===== src/rtl/prqs_pkg.sv =====
package prqs_pkg;
	localparam int LEVELS_DEF = 8;
	localparam int TASKS_DEF  = 16;
	localparam int FUNC_W   = 2;
	localparam int TID_W    = 4;
	localparam int PRIO_W   = 3;
	localparam int STATUS_W = 2;

	localparam logic [FUNC_W-1:0] FN_ADD    = 2'd0;
	localparam logic [FUNC_W-1:0] FN_SWITCH = 2'd1;
	localparam logic [FUNC_W-1:0] FN_DELETE = 2'd2;
	localparam logic [FUNC_W-1:0] FN_BLOCK  = 2'd3;

	localparam logic [1:0] ST_ABSENT  = 2'd0;
	localparam logic [1:0] ST_READY   = 2'd1;
	localparam logic [1:0] ST_RUNNING = 2'd2;
	localparam logic [1:0] ST_BLOCKED = 2'd3;

	localparam logic [STATUS_W-1:0] RES_OK      = 2'd0;
	localparam logic [STATUS_W-1:0] RES_REFUSED = 2'd1;
	localparam logic [STATUS_W-1:0] RES_IDLE    = 2'd2;

	typedef struct packed {
		logic [FUNC_W-1:0] func;
		logic [TID_W-1:0]  task_id;
		logic [PRIO_W-1:0] priority_req;
	} req_t;

	typedef struct packed {
		logic [STATUS_W-1:0] status;
		logic [TID_W-1:0]    running_task;
		logic                running_valid;
	} rsp_t;
endpackage


===== src/rtl/prqs_req_if.sv =====
interface prqs_req_if;
	import prqs_pkg::*;
	logic valid;
	logic ready;
	req_t data;
	modport source(output valid, data, input ready);
	modport sink(input valid, data, output ready);
endinterface


===== src/rtl/prqs_rsp_if.sv =====
interface prqs_rsp_if;
	import prqs_pkg::*;
	logic valid;
	logic ready;
	rsp_t data;
	modport source(output valid, data, input ready);
	modport sink(input valid, data, output ready);
endinterface


===== src/rtl/priority_ready_queue_scheduler_unit.sv =====
// Task scheduler with one linked FIFO ready queue per priority level. One request is
// handled at a time. Add, block and deletes of blocked or lone ready tasks settle in
// the decode state; switch probes one level per cycle from the top and reads the next
// link when the popped level holds other tasks; delete of another ready task pops it
// the same way when it heads its level, else walks the level list, one link memory
// read per step. The next links live in a one-port-read synchronous memory; per-task
// status and level and per-level head/tail are flip-flops.
// The result stays in an output register; the next request is taken once it leaves.
module priority_ready_queue_scheduler_unit #(
	parameter int LEVELS = prqs_pkg::LEVELS_DEF,
	parameter int TASKS  = prqs_pkg::TASKS_DEF
) (
	input logic clk,
	input logic arst_n,
	prqs_req_if.sink   req,
	prqs_rsp_if.source rsp
);
	import prqs_pkg::*;

	localparam int TW = $clog2(TASKS);
	localparam int LW = $clog2(LEVELS);

	typedef enum logic [3:0] {
		S_IDLE, S_DECODE, S_SCAN, S_POP_RD, S_POP_WAIT, S_WALK_RD, S_WALK_WAIT,
		S_UNLINK_RD, S_UNLINK_WAIT, S_DONE
	} state_t;

	state_t state_q;
	req_t   req_q;
	rsp_t   rsp_q;
	logic   rsp_valid_q;

	logic [1:0]    tstat_q [TASKS];
	logic [LW-1:0] tlvl_q  [TASKS];
	logic [TW-1:0] head_q  [LEVELS];
	logic [TW-1:0] tail_q  [LEVELS];
	logic [LEVELS-1:0] nonempty_q;
	logic [TW-1:0] cur_q;
	logic          cur_valid_q;
	logic [LW-1:0] scan_q;
	logic [TW-1:0] walk_q;
	logic [TW:0]   steps_q;

	logic          ram_we;
	logic [TW-1:0] ram_waddr, ram_wdata, ram_raddr, ram_rdata;

	prqs_ram #(.WIDTH(TW), .DEPTH(TASKS)) u_link (
		.clk(clk), .we(ram_we), .waddr(ram_waddr), .wdata(ram_wdata),
		.raddr(ram_raddr), .rdata(ram_rdata)
	);

	logic          id_ok, prio_ok;
	logic [TW-1:0] tid;
	logic [LW-1:0] plvl, dlvl;

	always_comb begin
		id_ok   = ({{(32-TID_W){1'b0}}, req_q.task_id} < 32'(TASKS));
		prio_ok = ({{(32-PRIO_W){1'b0}}, req_q.priority_req} < 32'(LEVELS));
		tid     = TW'(req_q.task_id);
		plvl    = LW'(req_q.priority_req);
		dlvl    = tlvl_q[tid];
	end

	// add/switch link writes land in the decision cycle, reads are issued ahead
	always_comb begin
		ram_we = 1'b0;
		ram_waddr = '0;
		ram_wdata = '0;
		ram_raddr = walk_q;
		case (state_q)
			S_DECODE: begin
				if (req_q.func == FN_ADD && id_ok && prio_ok && tstat_q[tid] == ST_ABSENT
						&& nonempty_q[plvl]) begin
					ram_we = 1'b1;
					ram_waddr = tail_q[plvl];
					ram_wdata = tid;
				end
				if (req_q.func == FN_SWITCH && cur_valid_q && tstat_q[cur_q] == ST_RUNNING
						&& nonempty_q[tlvl_q[cur_q]]) begin
					ram_we = 1'b1;
					ram_waddr = tail_q[tlvl_q[cur_q]];
					ram_wdata = cur_q;
				end
			end
			S_POP_RD: ram_raddr = head_q[scan_q];
			S_UNLINK_RD: ram_raddr = tid;
			S_UNLINK_WAIT: begin
				ram_we = 1'b1;
				ram_waddr = walk_q;
				ram_wdata = ram_rdata;
			end
			default: ;
		endcase
	end

	always_ff @(posedge clk or negedge arst_n) begin
		if (!arst_n) begin
			state_q <= S_IDLE;
			rsp_valid_q <= 1'b0;
			nonempty_q <= '0;
			cur_q <= '0;
			cur_valid_q <= 1'b0;
			for (int i = 0; i < TASKS; i++) begin
				tstat_q[i] <= ST_ABSENT;
				tlvl_q[i] <= '0;
			end
			for (int i = 0; i < LEVELS; i++) begin
				head_q[i] <= '0;
				tail_q[i] <= '0;
			end
		end else begin
			if (rsp_valid_q && rsp.ready) rsp_valid_q <= 1'b0;
			case (state_q)
				S_IDLE: begin
					if (req.valid && !rsp_valid_q) begin
						req_q <= req.data;
						state_q <= S_DECODE;
					end
				end
				S_DECODE: begin
					rsp_q.status <= RES_REFUSED;
					state_q <= S_DONE;
					case (req_q.func)
						FN_ADD: begin
							if (id_ok && prio_ok && tstat_q[tid] == ST_ABSENT) begin
								if (!nonempty_q[plvl]) head_q[plvl] <= tid;
								tail_q[plvl] <= tid;
								nonempty_q[plvl] <= 1'b1;
								tstat_q[tid] <= ST_READY;
								tlvl_q[tid] <= plvl;
								rsp_q.status <= RES_OK;
							end
						end
						FN_SWITCH: begin
							if (cur_valid_q && tstat_q[cur_q] == ST_RUNNING) begin
								if (!nonempty_q[tlvl_q[cur_q]]) head_q[tlvl_q[cur_q]] <= cur_q;
								tail_q[tlvl_q[cur_q]] <= cur_q;
								nonempty_q[tlvl_q[cur_q]] <= 1'b1;
								tstat_q[cur_q] <= ST_READY;
							end
							cur_valid_q <= 1'b0;
							scan_q <= LW'(LEVELS - 1);
							state_q <= S_SCAN;
						end
						FN_DELETE: begin
							if (id_ok && tstat_q[tid] == ST_BLOCKED) begin
								tstat_q[tid] <= ST_ABSENT;
								rsp_q.status <= RES_OK;
							end else if (id_ok && tstat_q[tid] == ST_READY
									&& nonempty_q[dlvl]) begin
								if (head_q[dlvl] == tid) begin
									if (tail_q[dlvl] == tid) begin
										nonempty_q[dlvl] <= 1'b0;
										tstat_q[tid] <= ST_ABSENT;
										rsp_q.status <= RES_OK;
									end else begin
										scan_q <= dlvl;
										state_q <= S_POP_RD;
									end
								end else begin
									walk_q <= head_q[dlvl];
									steps_q <= '0;
									state_q <= S_WALK_RD;
								end
							end
						end
						default: begin
							if (cur_valid_q && tstat_q[cur_q] == ST_RUNNING) begin
								tstat_q[cur_q] <= ST_BLOCKED;
								cur_valid_q <= 1'b0;
								rsp_q.status <= RES_OK;
							end
						end
					endcase
				end
				S_SCAN: begin
					if (nonempty_q[scan_q]) begin
						if (head_q[scan_q] == tail_q[scan_q]) begin
							nonempty_q[scan_q] <= 1'b0;
							tstat_q[head_q[scan_q]] <= ST_RUNNING;
							cur_q <= head_q[scan_q];
							cur_valid_q <= 1'b1;
							rsp_q.status <= RES_OK;
							state_q <= S_DONE;
						end else begin
							state_q <= S_POP_RD;
						end
					end else if (scan_q == '0) begin
						rsp_q.status <= RES_IDLE;
						state_q <= S_DONE;
					end else begin
						scan_q <= scan_q - 1'b1;
					end
				end
				S_POP_RD: state_q <= S_POP_WAIT;
				S_POP_WAIT: begin
					head_q[scan_q] <= ram_rdata;
					rsp_q.status <= RES_OK;
					if (req_q.func == FN_SWITCH) begin
						tstat_q[head_q[scan_q]] <= ST_RUNNING;
						cur_q <= head_q[scan_q];
						cur_valid_q <= 1'b1;
					end else begin
						tstat_q[tid] <= ST_ABSENT;
					end
					state_q <= S_DONE;
				end
				S_WALK_RD: begin
					if (walk_q == tail_q[dlvl] || steps_q == (TW+1)'(TASKS))
						state_q <= S_DONE;
					else
						state_q <= S_WALK_WAIT;
				end
				S_WALK_WAIT: begin
					if (ram_rdata == tid) begin
						rsp_q.status <= RES_OK;
						tstat_q[tid] <= ST_ABSENT;
						if (tail_q[dlvl] == tid) begin
							tail_q[dlvl] <= walk_q;
							state_q <= S_DONE;
						end else begin
							state_q <= S_UNLINK_RD;
						end
					end else begin
						walk_q <= ram_rdata;
						steps_q <= steps_q + 1'b1;
						state_q <= S_WALK_RD;
					end
				end
				S_UNLINK_RD: state_q <= S_UNLINK_WAIT;
				S_UNLINK_WAIT: state_q <= S_DONE;
				default: begin
					rsp_q.running_task <= cur_valid_q ? TID_W'(cur_q) : '0;
					rsp_q.running_valid <= cur_valid_q;
					rsp_valid_q <= 1'b1;
					state_q <= S_IDLE;
				end
			endcase
		end
	end

	assign req.ready = (state_q == S_IDLE) && !rsp_valid_q;
	assign rsp.valid = rsp_valid_q;
	assign rsp.data  = rsp_q;
endmodule


===== src/rtl/prqs_ram.sv =====
module prqs_ram #(
	parameter int WIDTH = 4,
	parameter int DEPTH = 16
) (
	input  logic                     clk,
	input  logic                     we,
	input  logic [$clog2(DEPTH)-1:0] waddr,
	input  logic [WIDTH-1:0]         wdata,
	input  logic [$clog2(DEPTH)-1:0] raddr,
	output logic [WIDTH-1:0]         rdata
);
	logic [WIDTH-1:0] mem [DEPTH];

	always_ff @(posedge clk) begin
		if (we) mem[waddr] <= wdata;
		rdata <= mem[raddr];
	end
endmodule


===== src/flat_wrapper.sv =====
// flat-port wrapper written by rule: the top's interface ports become plain ports
module priority_ready_queue_scheduler_unit_flat import prqs_pkg::*;
#(
	parameter int LEVELS = prqs_pkg::LEVELS_DEF,
	parameter int TASKS  = prqs_pkg::TASKS_DEF
)
  (clk, arst_n, req_valid, req_data, req_ready, rsp_valid, rsp_data, rsp_ready);
  prqs_req_if req_i ();
  prqs_rsp_if rsp_i ();
  input logic clk;
  input logic arst_n;
  input wire logic [$bits(req_i.valid)-1:0] req_valid;
  input wire logic [$bits(req_i.data)-1:0] req_data;
  output wire logic [$bits(req_i.ready)-1:0] req_ready;
  output wire logic [$bits(rsp_i.valid)-1:0] rsp_valid;
  output wire logic [$bits(rsp_i.data)-1:0] rsp_data;
  input wire logic [$bits(rsp_i.ready)-1:0] rsp_ready;
  assign req_i.valid = req_valid;
  assign req_i.data = req_data;
  assign req_ready = req_i.ready;
  assign rsp_valid = rsp_i.valid;
  assign rsp_data = rsp_i.data;
  assign rsp_i.ready = rsp_ready;
  priority_ready_queue_scheduler_unit #(.LEVELS(LEVELS), .TASKS(TASKS)) u_core (.clk(clk), .arst_n(arst_n), .req(req_i), .rsp(rsp_i));
endmodule

===== config.mk =====
export PLATFORM = sky130hd
export DESIGN_NAME = priority_ready_queue_scheduler_unit_flat
export DESIGN_NICKNAME = d
export VERILOG_FILES = /design/src/rtl/prqs_pkg.sv /design/src/rtl/prqs_req_if.sv /design/src/rtl/prqs_rsp_if.sv /design/src/rtl/priority_ready_queue_scheduler_unit.sv /design/src/rtl/prqs_ram.sv /design/src/flat_wrapper.sv
export SDC_FILE = /design/constraint.sdc
export NUM_CORES = 1
export LEC_CHECK = 0
export ABC_CLOCK_PERIOD_IN_PS = 4600
export BUFFER_PORTS_ARGS = -buffer_cell sky130_fd_sc_hd__buf_2
export CAP_MARGIN = 20
export CORE_ASPECT_RATIO = 0.9
export CORE_UTILIZATION = 58
export CTS_BUF_LIST = sky130_fd_sc_hd__clkbuf_4
export CTS_CLUSTER_DIAMETER = 120
export CTS_CLUSTER_SIZE = 20
export DETAILED_ROUTE_END_ITERATION = 8
export GPL_ROUTABILITY_DRIVEN = 1
export PLACE_DENSITY = 0.76
export SLEW_MARGIN = 20
export SYNTH_ARGS = -nofsm -noshare
export SYNTH_HDL_FRONTEND = slang
export SYNTH_SLANG_ARGS = --single-unit

===== constraint.sdc =====
create_clock -name clk -period 4.6 [get_ports clk]
set_clock_uncertainty 0.05 [all_clocks]
set_input_delay 0.69 -clock clk [delete_from_list [all_inputs] [get_ports clk]]
set_output_delay 0.69 -clock clk [all_outputs]
set_load 0.05 [all_outputs]

-- Yosys cells after proc, flatten, opt, wreduce, memory -nomap -nowiden
Memories as Yosys holds them, arrays and structs flattened. A register that Yosys moved wholly into a read port is not among the register bits.
Index checks and enable logic that the tools add are counted.
- $add $sub $neg: 2
- magnitude comparators: 22
- equal/unequal tests: 53
- multiplexer cells: 173
- bitwise gates (word level): 26
- reductions and logical operators: 49
- operators with widths (kind ; number):
    $mux 32 ; 19
    $pmux 32 s2 ; 4
    $bwmux 32 ; 6
    $mux 4 ; 39
    $pmux 32 s4 ; 1
    $pmux 32 s3 ; 1
    $bmux 4 s3 ; 6
    $mux 8 ; 8
    $and 16x16->16 ; 3
    $bwmux 48 ; 1
    $demux 4 s3 ; 4
    $not 16->16 ; 3
    $or 16x16->16 ; 3
    $pmux 4 s2 ; 6
    $mux 3 ; 11
    $and 32x32->32 ; 1
    $not 32->32 ; 1
    $or 32x32->32 ; 1
    $pmux 4 s8 ; 1
    $mux 2 ; 14
    $mux 5 ; 5
    $bmux 3 s4 ; 2
    $demux 2 s4 ; 3
    $pmux 8 s3 ; 1
    other kinds (59) ; 181
- bits in registers: 190
- memory bits (writable): 64
- input port bits: 13
- output and inout port bits: 9
- word-level logic and storage cells: 388
- memories: 1
- memory list (memory ; words ; bits a word ; read ports ; clocked after Yosys merged registers in ; write ports ; line ; RTL):
    u_core.u_link.mem ; 16 ; 4 ; 1 ; 1 ; 1 ; prqs_ram.sv:12 ; logic [WIDTH-1:0] mem [DEPTH];

-- Depth between registers and ports, before layout
- word-level depth: 16
- gate-level depth with buffers: 17
- mapped depth without buffers: 11

-- Hierarchy
From an unflattened synthesis, not the netlist that was laid out.
- cell total of the unflattened synthesis: 1680
- area, all modules: 17071.4 um^2
- modules (own cells, without submodules) (module ; instances ; cells each ; area an instance (um^2) ; seq. area each (um^2)):
    priority_ready_queue_scheduler_unit ; 1 ; 1550 ; 14405.1 ; 4894.7
    prqs_ram ; 1 ; 130 ; 2666.3 ; 2001.9

-- Least setup slack after synthesis
OpenSTA, ideal clock, no wires.
- path kind: reg2reg
- start point: reg u_core.cur_q[0]
- end point: mem u_core.u_link.mem[4][0], enable pin
- setup time: 377 ps
- data arrival time: 3848 ps
- required time: 4173 ps
- setup slack: 325 ps
- cell stages (with the launch flop): 13
- buffers on the path: 3
- clock period less this slack: 4275 ps
- cells stage by stage: dfrtp_1 buf_2 buf_2 mux4_2 mux4_2 buf_2 o21ai_1 nand2_1 nor2_2 a31oi_1 nand2_1 nand3_1 nor4_1
- cells in the longest elaborated chain, start to end: 11
- elaborated cells on any way between the ends: 22
- classes of those cells: eq/ne (1); mux (17); bitwise (2); reduce/logical (2)
- ends and longest elaborated chain (what ; line ; RTL):
    start: declaration ; priority_ready_queue_scheduler_unit.sv:38 ; logic [TW-1:0] cur_q;
    start signal: assignment ; priority_ready_queue_scheduler_unit.sv:181 ; cur_q <= head_q[scan_q];
    start signal: assignment ; priority_ready_queue_scheduler_unit.sv:201 ; cur_q <= head_q[scan_q];
    $not 4->5 (not written as such) * ; priority_ready_queue_scheduler_unit.sv:78, priority_ready_queue_scheduler_unit.sv:79, priority_ready_queue_scheduler_unit.sv:81 ;
    $bmux 3 s4 or $bmux 2 s4 (tied branches) ; priority_ready_queue_scheduler_unit.sv:79, priority_ready_queue_scheduler_unit.sv:81, priority_ready_queue_scheduler_unit.sv:78 ;
    $mux 3 (not written as such) or $mux 2 (tied branches) (2 in a row) ; priority_ready_queue_scheduler_unit.sv:79, priority_ready_queue_scheduler_unit.sv:81, priority_ready_queue_scheduler_unit.sv:78 ;
    $bmux 1 s3 or $eq 2x2->1 (tied branches) ; priority_ready_queue_scheduler_unit.sv:79, priority_ready_queue_scheduler_unit.sv:78 ;
    $mux 1 (not written as such) or $logic_and 1x1->1 (tied branches) ; priority_ready_queue_scheduler_unit.sv:79, priority_ready_queue_scheduler_unit.sv:78 ;
    $logic_and 1x1->1 ; priority_ready_queue_scheduler_unit.sv:79 ; && nonempty_q[tlvl_q[cur_q]]) begin
    $mux 1 ; priority_ready_queue_scheduler_unit.sv:78 ; if (req_q.func == FN_SWITCH && cur_valid_q && tstat_q[cur_q] == ST_RUNNING
    $pmux 1 s2 ; priority_ready_queue_scheduler_unit.sv:70 ; case (state_q)
    $mux 1 ; prqs_ram.sv:15 ; if (we) mem[waddr] <= wdata;
    $mux 1 (not written as such) ; prqs_ram.sv:15 ;
    end: declaration ; prqs_ram.sv:12 ;
Mark *: on every way between the ends. The rest lies on a longest branch, timed or not. The select of a mux whose other input is x is not followed.

-- Worst setup path after layout
- start point: reg u_core.scan_q[1]
- end point: reg u_core.tstat_q[20] (netlist bit)
- cells in the longest elaborated chain, start to end: 14
- elaborated cells on any way between the ends: 25
- classes of those cells: order compare (2); eq/ne (3); mux (14); bitwise (4); reduce/logical (2)
- ends and longest elaborated chain (what ; line ; RTL):
    start: declaration ; priority_ready_queue_scheduler_unit.sv:40 ; logic [LW-1:0] scan_q;
    start signal: assignment ; priority_ready_queue_scheduler_unit.sv:142 ; scan_q <= LW'(LEVELS - 1);
    start signal: assignment ; priority_ready_queue_scheduler_unit.sv:157 ; scan_q <= dlvl;
    start signal: assignment ; priority_ready_queue_scheduler_unit.sv:192 ; scan_q <= scan_q - 1'b1;
    $not 3->4 (not written as such) ; priority_ready_queue_scheduler_unit.sv:178, priority_ready_queue_scheduler_unit.sv:180, priority_ready_queue_scheduler_unit.sv:200 ;
    $bmux 4 s3 ; priority_ready_queue_scheduler_unit.sv:178, priority_ready_queue_scheduler_unit.sv:180, priority_ready_queue_scheduler_unit.sv:200 ;
    $mux 4 (not written as such) (2 in a row) ; priority_ready_queue_scheduler_unit.sv:178, priority_ready_queue_scheduler_unit.sv:180, priority_ready_queue_scheduler_unit.sv:200 ;
    $not 4->5 (not written as such) ; priority_ready_queue_scheduler_unit.sv:180, priority_ready_queue_scheduler_unit.sv:200 ;
    $ge 5x5->1 (not written as such) or $lt 5x1->1 (tied branches) ; priority_ready_queue_scheduler_unit.sv:180, priority_ready_queue_scheduler_unit.sv:200 ;
    $logic_and 1x1->1 (not written as such) ; priority_ready_queue_scheduler_unit.sv:180, priority_ready_queue_scheduler_unit.sv:200 ;
    $mux 2 (not written as such) ; priority_ready_queue_scheduler_unit.sv:180, priority_ready_queue_scheduler_unit.sv:200 ;
    $demux 2 s4 ; priority_ready_queue_scheduler_unit.sv:180, priority_ready_queue_scheduler_unit.sv:200 ;
    $not 16->16 (no line) ; - ;
    $and 16x16->16 (no line) ; - ;
    $mux 32 ; priority_ready_queue_scheduler_unit.sv:178 ; if (head_q[scan_q] == tail_q[scan_q]) begin
    $mux 32 ; priority_ready_queue_scheduler_unit.sv:177 ; if (nonempty_q[scan_q]) begin
    $pmux 32 s4 ; priority_ready_queue_scheduler_unit.sv:113 ; case (state_q)
    end signal: indexed assignment ; priority_ready_queue_scheduler_unit.sv:129 ; tstat_q[tid] <= ST_READY;
    end signal: indexed assignment ; priority_ready_queue_scheduler_unit.sv:180 ; tstat_q[head_q[scan_q]] <= ST_RUNNING;
    end signal: indexed assignment ; priority_ready_queue_scheduler_unit.sv:200 ; tstat_q[head_q[scan_q]] <= ST_RUNNING;
    end: declaration ; priority_ready_queue_scheduler_unit.sv:33 ; logic [1:0] tstat_q [TASKS];
Parallel ways exist; a longest one is shown, timed or not. The select of a mux whose other input is x is not followed.
A chain may end at the register's enable or synchronous reset.

==> out/metrics.cfg <==
[place]
hpwl_um = 48090
portBuffers = 21
post_dp_cell_area_um2 = 18530
place_congestion = 1.058
dp.cells = 2206

[synthesis]
syn_nets = 1844
yosysWarningCount = 0
synth_area_um2 = 17630
netlist.area_leader.share_pct = 23.00
synthArstFlopShare_pct = 62.79
synth_cell_types = 79
syn_avg_cell_area_um2 = 9.671
netlist_instances = 1823
synth-seq-cells = 258
synth_area_leaders = dfrtp_1 23%, edfxtp_1 16%, mux2_2 8.8%
yosysMostFrequentCell = nand2_1
synth_largest_area_cell = dfrtp_1
ys_seq_area_share_pct = 39.12
synth_edf_count = 92
synth_flop_cell = dfrtp_1
synthTopCellsByCount = 224 x nand2_1, 162 x dfrtp_1, 139 x nor2_1

[global_route]
grt_pass1_wl_um = 97920
antenna_found_initial = 1
grt_pass1_vias = 15630
overflow = 0
grt_max_degree = 145
grt_use_total_pct = 42.52

[floorplan]
die_h_um = 167.4
start_util_pct = 59.00
die_area_um2 = 31100
num_rows = 60
coreArea_um2 = 29880
ios = 22
die_w_um = 185.8

[setup_path]
r2r_end = u_core.tstat_q[20]
cp-start-kind = flip-flop
rr_startpoint = u_core.scan_q[1]
endpoint = u_core.tstat_q[20]
crit_start = u_core.scan_q[1]
crit_arrival_ps = 5000
cp.required_ps = 5190
worst_r2r_path_depth = 9
cp-end-kind = flip-flop
worstPathMaxFanout = 16
path_class = flip-flop to flip-flop
r2r_slack_ps = 190

[detailed_routing]
ant_nets = 0
first_pass_iters = 7
vias = 16550
drcViolationCount = 0
wl_per_cell_um = 29.47
drt_first_iter_violations = 2664
routed_wirelength_um = 65930
vias_per_cell = 7.397

[power_and_ir_drop]
clock_power_share_pct = 10.2
irDropWorstVdd_uv = 379.5
combPwrFrac_pct = 52.6
power_density_nw_per_um2 = 523.2
p_int_mw = 5.136
p_sw_mw = 4.701
leakage_nw = 7.404
seq_power_share_pct = 37.2
swShare_pct = 47.79

[final_layout]
finalNetCount = 1845
drive_gt1_share_pct = 22.04
final_cells = 2237
postLayoutCellArea_um2 = 18800
area_growth_pct = 6.650

[hold_path]
hold_path.class = primary input to flip-flop

[cts]
clk_path_buf_depth = 3
clkTransAtPathRegs_ps = 250
cts.sinks = 258
htree_levels = 1
cts_root_buf = clkbuf_4
cts_tree = done
cts_buffers = 16
clkLatencyLatePin_ps = 800

[sta]
max_freq_mhz = 226.8
relSlewSlack_pct = 28.38
fin_crit_sh_pct = 95.87
tightest_slew_ps = 1074
hold_viol = 0
setup_viol = 0
setup_tns_ps = 0
maxSlewViolCount = 0
period_needed_ps = 4410
rsz0062_at_grt = no

[outcome]
status = finished clean

[flow_run]
max-cap-violations = 0

routing by layer:
layer,vias to the layer above,GRT usage (%),part of all wire (%)
li1,6951,-,-
met5,-,0,0
met3,225,13.01,14
met1,8050,60.54,40
met4,0,15.50,4.2
met2,1322,60.97,42
metrics by stage:
stage,power (mW),hold WS [ps],utilization [%],worst slack [ps]
after floorplan,6.755,344.4,-,324.9
after global placement,8.494,468.7,62.01,96.14
after detailed placement,8.559,472.7,62.01,33.66
after CTS,9.541,8.310,62.76,94.41
after global routing,10.17,15.78,62.93,2.879
final,9.837,23.09,62.93,190.0
flip-flops by register name, summed over array words and instances, names as in the netlist, 5 cells and up:
signal / count
u_core.tail_q: 32
u_core.tlvl_q: 48
u_core.u_link.mem: 64
u_core.tstat_q: 32
u_core.head_q: 32
u_core.nonempty_q: 8
u_core.steps_q: 5
u_core.rsp.data: 7
kinds of logic (layout without fill, tap and decap cells):
logic type | Yosys count | in the layout | synth area share, %
buf+inv | 175 | 185 | 4.124
fa+ha+maj | 8 | 8 | 0.5678
compound gates | 512 | 512 | 19.74
mux | 231 | 231 | 19.06
simple gates | 612 | 612 | 16.05
flops | 258 | 258 | 39.12
other cells | 0 | 1 | 0
xor+xnor | 27 | 27 | 1.341
power groups by stage:
| stage | combinational, mW | clock, mW | sequential [mW] |
|---|---|---|---|
| 3_3_place_gp | 4.86 | 0 | 3.63 |
| 6_report | 5.18 | 1.00 | 3.66 |
| 3_5_place_dp | 4.91 | 0 | 3.65 |
| 4_1_cts | 4.93 | 1.01 | 3.60 |
| 5_1_grt | 5.41 | 1.08 | 3.68 |
| 2_1_floorplan | 3.46 | 0 | 3.29 |
worst min-delay path by stage:
| stage | slack (ps) | endpoint | startpoint | cells past startpoint |
|---|---|---|---|---|
| finish | 20 | u_core.plvl[1] | req_data[1] | 1 |
| global route | 20 | u_core.plvl[1] | req_data[1] | 1 |
| CTS | 8 | u_core.req_q[7] | req_data[7] | 1 |
| detailed placement | 470 | u_core.tlvl_q[22] | u_core.tlvl_q[22] | 1 |
| global placement | 470 | u_core.tlvl_q[23] | u_core.tlvl_q[23] | 1 |
| floorplan | 340 | u_core.cur_q[0] | arst_n | 0 |
placed cells by master (no fill, tap or decap), types with 18 or more instances in the layout:
| cell type | netlist | routed |
|---|---|---|
| nand2_1 | 224 | 224 |
| dfrtp_1 | 162 | 161 |
| mux2_2 | 138 | 138 |
| nor2_1 | 139 | 138 |
| buf_4 | 4 | 99 |
| a21oi_1 | 94 | 92 |
| edfxtp_1 | 92 | 92 |
| o21ai_0 | 84 | 83 |
| nand3_1 | 81 | 81 |
| mux4_2 | 69 | 69 |
| a31oi_1 | 55 | 55 |
| o22ai_1 | 50 | 50 |
| a22oi_1 | 50 | 50 |
| nor3_1 | 35 | 34 |
| a211oi_1 | 28 | 28 |
| nor2b_1 | 27 | 27 |
| inv_1 | 26 | 26 |
| clkbuf_4 | 0 | 26 |
| mux2i_1 | 23 | 23 |
| and2_1 | 22 | 22 |
| buf_2 | 20 | 20 |
| o211ai_1 | 19 | 19 |
| nand4_1 | 18 | 18 |
what timing repair did:
item / in CTS / in global routing
buffers inserted: 0 / 1
endpoints found under the setup margin: 1 / 80
hold buffers: 2 / 0
hold endpoints to repair: 19 / 0
resized for setup: 1 / 7
cell type report:
cell class                 count  area, µm²
antenna                        1      2.502
clock buffer                  26      195.2
clock inverter                 1      3.754
fill                        2523      11080
inverter                      28      105.1
multi-input combinational   1390      10060
sequential                   258       6900
tap                          403      504.2
timing repair buffer         130       1026
critical path: stages, from the launching register on:
cell	delay (ps)
edfxtp_1	1030
mux4_2	690
xor2_1	190
o32ai_1	530
a41oi_1	420
nor2_2	250
o311a_1	420
buf_4	290
a31oi_1	110
a311o_1	270
No activity file was read; power rests on OpenSTA's default activity.
